File: src/hw/rtl/vards_pkg.sv
package vards_pkg;

   localparam int MAX_WIDTH_DEFAULT = 2048;

   localparam int PIXEL_WIDTH       = 32;
   localparam int VALUE_WIDTH       = 32;
   localparam int COLUMN_WIDTH      = 11;
   localparam int SCALE_WIDTH       = 13;
   localparam int WEIGHT_WIDTH      = 14;
   localparam int ROW_WIDTH_WIDTH   = 12;
   localparam int LAST_WEIGHT_WIDTH = 16;

   localparam int CSR_INDEX_WIDTH = 2;
   localparam int CSR_DATA_WIDTH  = 14;

   // Configuration register indexes.
   localparam logic [CSR_INDEX_WIDTH-1:0] CSR_SCALE_FROM     = 2'd0;
   localparam logic [CSR_INDEX_WIDTH-1:0] CSR_SCALE_TO       = 2'd1;
   localparam logic [CSR_INDEX_WIDTH-1:0] CSR_INITIAL_WEIGHT = 2'd2;
   localparam logic [CSR_INDEX_WIDTH-1:0] CSR_ROW_WIDTH      = 2'd3;

   // Reset values of the configuration registers.
   localparam logic [SCALE_WIDTH-1:0]     SCALE_FROM_RESET     = 13'd2;
   localparam logic [SCALE_WIDTH-1:0]     SCALE_TO_RESET       = 13'd1;
   localparam logic [WEIGHT_WIDTH-1:0]    INITIAL_WEIGHT_RESET = 14'd1;
   localparam logic [ROW_WIDTH_WIDTH-1:0] ROW_WIDTH_RESET      = 12'd2048;

   // What an input row does with its pixels.
   typedef enum logic [1:0] {
      ROLE_LEADING,
      ROLE_MIDDLE,
      ROLE_CLOSING
   } role_type;

   // Per-pixel operation handed from the row control to the datapath.
   typedef struct packed {
      role_type                       role;
      logic                           last;
      logic                           have_sum;
      logic                           have_carry;
      logic                           weight_nonzero;
      logic [SCALE_WIDTH-1:0]         carry_weight;
      logic [LAST_WEIGHT_WIDTH-1:0]   last_weight;
      logic [SCALE_WIDTH-1:0]         scale_to;
   } row_op_type;

endpackage

File: src/hw/rtl/vards_ctrl.sv
module vards_ctrl #(
   parameter int MAX_WIDTH = vards_pkg::MAX_WIDTH_DEFAULT
) (
   input  logic                                       clock,
   input  logic                                       reset,
   input  logic                                       csr_valid,
   input  logic [vards_pkg::CSR_INDEX_WIDTH-1:0]      csr_index,
   input  logic [vards_pkg::CSR_DATA_WIDTH-1:0]       csr_data,
   input  logic                                       accept,
   output logic [(MAX_WIDTH > 1 ? $clog2(MAX_WIDTH) : 1)-1:0] column,
   output vards_pkg::row_op_type                      op
);

   import vards_pkg::*;

   localparam int CW = (MAX_WIDTH > 1) ? $clog2(MAX_WIDTH) : 1;
   localparam logic [WEIGHT_WIDTH-1:0] MaxWidthW = WEIGHT_WIDTH'(MAX_WIDTH);

   logic [SCALE_WIDTH-1:0]         scale_from_ff, scale_from_in;
   logic [SCALE_WIDTH-1:0]         scale_to_ff, scale_to_in;
   logic [ROW_WIDTH_WIDTH-1:0]     row_width_ff, row_width_in;
   logic signed [WEIGHT_WIDTH-1:0] weight_left_ff, weight_left_in;
   logic [SCALE_WIDTH-1:0]         carry_weight_ff, carry_weight_in;
   logic                           have_carry_ff, have_carry_in;
   logic                           have_sum_ff, have_sum_in;
   logic [CW-1:0]                  column_count_ff, column_count_in;

   logic [WEIGHT_WIDTH-1:0] row_width_ext;
   logic [WEIGHT_WIDTH-1:0] width_use;
   logic [WEIGHT_WIDTH-1:0] column_next;
   logic                    last;
   logic [WEIGHT_WIDTH-1:0] step_add;
   logic [WEIGHT_WIDTH-1:0] weight_neg;
   role_type                role;

   always_comb begin
      row_width_ext = {{(WEIGHT_WIDTH-ROW_WIDTH_WIDTH){1'b0}}, row_width_ff};
      if (row_width_ext == '0) begin
         width_use = WEIGHT_WIDTH'(1);
      end else if (row_width_ext > MaxWidthW) begin
         width_use = MaxWidthW;
      end else begin
         width_use = row_width_ext;
      end

      column_next = WEIGHT_WIDTH'(column_count_ff) + WEIGHT_WIDTH'(1);
      last        = (column_next >= width_use);

      step_add   = {1'b0, scale_from_ff} - {1'b0, scale_to_ff};
      weight_neg = '0 - weight_left_ff;

      if (!have_carry_ff && weight_left_ff[WEIGHT_WIDTH-1]) begin
         role = ROLE_LEADING;
      end else if (!weight_left_ff[WEIGHT_WIDTH-1] && (weight_left_ff != '0)) begin
         role = ROLE_MIDDLE;
      end else begin
         role = ROLE_CLOSING;
      end
   end

   always_comb begin
      scale_from_in   = scale_from_ff;
      scale_to_in     = scale_to_ff;
      row_width_in    = row_width_ff;
      weight_left_in  = weight_left_ff;
      carry_weight_in = carry_weight_ff;
      have_carry_in   = have_carry_ff;
      have_sum_in     = have_sum_ff;
      column_count_in = column_count_ff;

      if (csr_valid) begin
         unique case (csr_index)
            CSR_SCALE_FROM: begin
               scale_from_in = csr_data[SCALE_WIDTH-1:0];
            end
            CSR_SCALE_TO: begin
               scale_to_in = csr_data[SCALE_WIDTH-1:0];
            end
            CSR_INITIAL_WEIGHT: begin
               // Loading the weight starts a new frame.
               weight_left_in  = csr_data[WEIGHT_WIDTH-1:0];
               carry_weight_in = '0;
               have_carry_in   = 1'b0;
               have_sum_in     = 1'b0;
               column_count_in = '0;
            end
            CSR_ROW_WIDTH: begin
               row_width_in = csr_data[ROW_WIDTH_WIDTH-1:0];
            end
            default: begin
            end
         endcase
      end else if (accept) begin
         column_count_in = last ? '0 : column_next[CW-1:0];
         if (last) begin
            case (role)
               ROLE_LEADING: begin
                  carry_weight_in = weight_neg[SCALE_WIDTH-1:0];
                  have_carry_in   = 1'b1;
                  weight_left_in  = weight_left_ff + step_add;
               end
               ROLE_MIDDLE: begin
                  have_sum_in    = 1'b1;
                  weight_left_in = weight_left_ff - {1'b0, scale_to_ff};
               end
               default: begin
                  have_sum_in = 1'b0;
                  if (weight_left_ff != '0) begin
                     carry_weight_in = weight_neg[SCALE_WIDTH-1:0];
                     have_carry_in   = 1'b1;
                     weight_left_in  = weight_left_ff + step_add;
                  end else begin
                     carry_weight_in = '0;
                     have_carry_in   = 1'b0;
                     weight_left_in  = step_add;
                  end
               end
            endcase
         end
      end
   end

   always_ff @(posedge clock) begin
      if (reset) begin
         scale_from_ff   <= SCALE_FROM_RESET;
         scale_to_ff     <= SCALE_TO_RESET;
         row_width_ff    <= ROW_WIDTH_RESET;
         weight_left_ff  <= INITIAL_WEIGHT_RESET;
         carry_weight_ff <= '0;
         have_carry_ff   <= 1'b0;
         have_sum_ff     <= 1'b0;
         column_count_ff <= '0;
      end else begin
         scale_from_ff   <= scale_from_in;
         scale_to_ff     <= scale_to_in;
         row_width_ff    <= row_width_in;
         weight_left_ff  <= weight_left_in;
         carry_weight_ff <= carry_weight_in;
         have_carry_ff   <= have_carry_in;
         have_sum_ff     <= have_sum_in;
         column_count_ff <= column_count_in;
      end
   end

   assign column = column_count_ff;

   always_comb begin
      op.role           = role;
      op.last           = last;
      op.have_sum       = have_sum_ff;
      op.have_carry     = have_carry_ff;
      op.weight_nonzero = (weight_left_ff != '0);
      op.carry_weight   = carry_weight_ff;
      op.last_weight    = {{(LAST_WEIGHT_WIDTH-WEIGHT_WIDTH){weight_left_ff[WEIGHT_WIDTH-1]}},
                           weight_left_ff}
                          + {{(LAST_WEIGHT_WIDTH-SCALE_WIDTH){1'b0}}, scale_to_ff};
      op.scale_to       = scale_to_ff;
   end

endmodule

File: config.mk
export PLATFORM = sky130hd
export DESIGN_NAME = vards_ctrl
export DESIGN_NICKNAME = d
export VERILOG_FILES = /design/src/hw/rtl/vards_pkg.sv /design/src/hw/rtl/vards_ctrl.sv
export SDC_FILE = /design/constraint.sdc
export NUM_CORES = 1
export LEC_CHECK = 0
export ABC_AREA = 1
export BUFFER_PORTS_ARGS = -buffer_cell sky130_fd_sc_hd__buf_2
export CAP_MARGIN = 20
export CORE_MARGIN = 5
export CORE_UTILIZATION = 55
export CTS_CLUSTER_DIAMETER = 80
export DETAILED_ROUTE_END_ITERATION = 10
export GPL_TIMING_DRIVEN = 0
export PLACE_DENSITY = 0.73
export SETUP_SLACK_MARGIN = 0.15
export SLEW_MARGIN = 20
export SYNTH_ARGS = -nofsm -noshare
export SYNTH_HDL_FRONTEND = slang
export SYNTH_SLANG_ARGS = --single-unit
File: constraint.sdc
create_clock -name clock -period 3.3 [get_ports clock]
set_clock_uncertainty 0.2 [all_clocks]
set_input_delay 0.495 -clock clock [delete_from_list [all_inputs] [get_ports clock]]
set_output_delay 0.495 -clock clock [all_outputs]
set_load 0.01 [all_outputs]
==> reports/metrics.csv <==
metric,value,unit
clock_path_buffers,2,
fin_tns_setup,-8.11,ns
synth.avg_cell_area,6.09,µm²
cp_num_buf_inv,7,
first_pass_iters,6,
syn-cell-area,0.00733,mm²
grt_pass1_vias,7846,
synth_ff_type,dfxtp_1,
worst_hold_slack,0.267,ns
tightest_slew,0.876,ns
yosysMostFrequentCell,nand2_1,
die-area,0.0157,mm²
cts_root_buf,clkbuf_16,
clock_latency,0.37,ns
slew_headroom,41.6,%
wl_per_cell,20.2,µm
reg2reg_slack,-0.31,ns
seqCellArea,0.00161,mm²
wl_met3,3360,µm
track_usage,32.7,%
fillCellCount,1037,
async_flop_share,0,%
yosysSeqAreaShare,21.3,%
syn_to_final_growth,35.6,%
ant_nets,0,
power_leakage,5.14,nW
worst_ir_drop_vdd,0.431,mV
finalCritPeriodShare,112,%
initial_core_util,55.8,%
fmax,0.270,GHz
ys_ff_latch,78,
syn-num-nets,1295,
vias,8983,
dpl.hpwl,18900,µm
worstSetupEndpointType,output pin,
synth.distinct_cells,47,
yosys-top-cells-area,"dfxtp_1, nand2_1, ha_1",
synth_top_cells_by_count,"nand2_1, inv_1, nor2_1",
slowest_delay,0.36,ns
gr-total-overflow,0,
startpoint_type,flop,
failed_checks,negative setup slack,
hold_class,reg -> reg,
drc,0,
gp_congestion,1.05,
synth_edf_count,0,
clk_pin_slew,0.08,ns
portBuffers,76,
pre_cts_ws,-0.254,ns
fin_ws,-0.398,ns
grt_pass1_wl,41200,µm
worstPathRequired,2.60,ns
path_cells,inv_4 -> nor3_4 -> buf_4 -> buf_4 -> buf_4 -> nand2_1 -> xor2_2 -> inv_2 -> ha_4 -> nand2_1 -> nor2_1 -> nand2_1 -> nand3_1 -> nand2_2 -> nand3_2 -> buf_6 -> buf_6,
ios,79,
first_iter_violations,1198,
core,0.0131,mm²
wl_met2,13600,µm
ctsHoldBuffers,0,
clock_sinks,78,
multi_input_area,0.00566,mm²
tritoncts,built,
drive_above_1_share,30.1,%
cp_data_arrival_time,3.00,ns
crit_fanout,3,
synth-warning-count,0,
final-max-slew-violation-count,0,
cpMaxStageDelayCell,dfxtp_2,
max-cap-violations,0,
viasPerCell,5.79,
period_minus_slack,3.70,ns
htreeDepth,3,
wl,31400,µm
path_class,reg -> out,
grt_start_max_net_pins,15,
num-nets-final,1461,
total_power,4.08,mW
cts_made_buffers,9,
yosys.area.top_type,dfxtp_1,
dp.cells,1456,
die_h,125,µm
stdcell_area,0.00994,mm²
rsz0062_at_grt,true,
postLayoutCoreUtil,75.6,%
postSynthCellCount,1204,
rows,42,
crit_family,simple AND/OR/NAND/NOR gates,
stdcell_count,1551,
highest_layer,met4,
powerDensity,410,mW/mm²
fp.dieW,125,µm
setup_viol,41,
wl_met1,12100,µm
status,finished with violations,
antenna_found_initial,0,
synth_top_area_share,21.3,%
place_area,0.00793,mm²
antenna_cells,0,
hold_violations,0,
## path summary, 6_finish.rpt
kind                                    from                              end  cells after the start
max                   column[4]$_SDFFE_PP0P_                           op[45]                     17
min          carry_weight_ff[0]$_SDFFE_PP0P_  carry_weight_ff[0]$_SDFFE_PP0P_                      2
max reg2reg           column[5]$_SDFFE_PP0P_          column[10]$_SDFFE_PP0P_                     20
min reg2reg  carry_weight_ff[0]$_SDFFE_PP0P_  carry_weight_ff[0]$_SDFFE_PP0P_                      2
## metal layers
metal | global-route usage (%) | vias to the layer above
li1 | - | 4152
met1 | 44.6 | 4064
met2 | 51.6 | 599
met3 | 4.56 | 168
met4 | 14.3 | 0
met5 | 0 | -
## cell usage in the layout, fill, tap and decap left out, types with 23 or more instances in the layout
| cell type | synthesis | routed |
|---|---|---|
| a21oi_1 | 82 | 62 |
| a21oi_2 | 9 | 27 |
| buf_2 | 12 | 84 |
| buf_4 | 7 | 51 |
| buf_6 | 2 | 35 |
| dfxtp_1 | 78 | 51 |
| ha_1 | 67 | 38 |
| ha_4 | 0 | 26 |
| inv_1 | 183 | 161 |
| nand2_1 | 331 | 302 |
| nand2_2 | 10 | 31 |
| nand3_1 | 84 | 76 |
| nand4_1 | 23 | 23 |
| nor2_1 | 127 | 112 |
| o21ai_0 | 61 | 58 |
## logic make-up (layout without fill, tap and decap cells)
kind of cell | count (synthesis) | after routing | share of synthesized area, %
DFF | 78 | 78 | 21.3
xor gates and xnor gates | 31 | 31 | 3.70
and+or+nand+nor | 620 | 620 | 36.6
AOI/OAI and AO/OA | 173 | 173 | 12.9
adders and majority gates | 71 | 71 | 12.5
buffers and inverters | 231 | 402 | 13.0
## worst min-delay path, cell delays in order, from the launching register on
cell	delay [ns]
dfxtp_1	0.31
nand2_1	0.06
a21oi_1	0.05
## flip-flops by register name (all words and copies together) (netlist names)
| register | cells |
|---|---|
| have_carry_ff | 1 |
| column | 11 |
| scale_from_ff | 13 |
| row_width_ff | 12 |
| scale_to_ff | 13 |
| carry_weight_ff | 13 |
| weight_left_ff | 14 |
| have_sum_ff | 1 |
## layout make-up
class / count / area share (%)
Multi-Input combinational cell: 895 / 56.9
Sequential cell: 78 / 16.2
Timing Repair Buffer: 155 / 11.4
Inverter: 193 / 7.52
Buffer: 38 / 2.61
Clock buffer: 11 / 2.54
Tap cell: 176 / 2.22
Clock inverter: 5 / 0.642
## what timing repair did
action                                 in CTS  in global routing
cloned                                      0                  3
buffers inserted                           56                 20
pin swaps                                  27                 46
resized for setup                          86                187
setup endpoints to repair                  49                 50
endpoints found under the hold margin       0                  0
## where the power goes
group | internal [mW] | switching (mW) | leakage, nW
clock | 0.635 | 0.472 | 0.153
sequential | 0.992 | 0.0778 | 0.649
combinational | 0.707 | 1.19 | 4.33
total | 2.33 | 1.74 | 5.14
No activity file was read; power rests on OpenSTA's default activity.
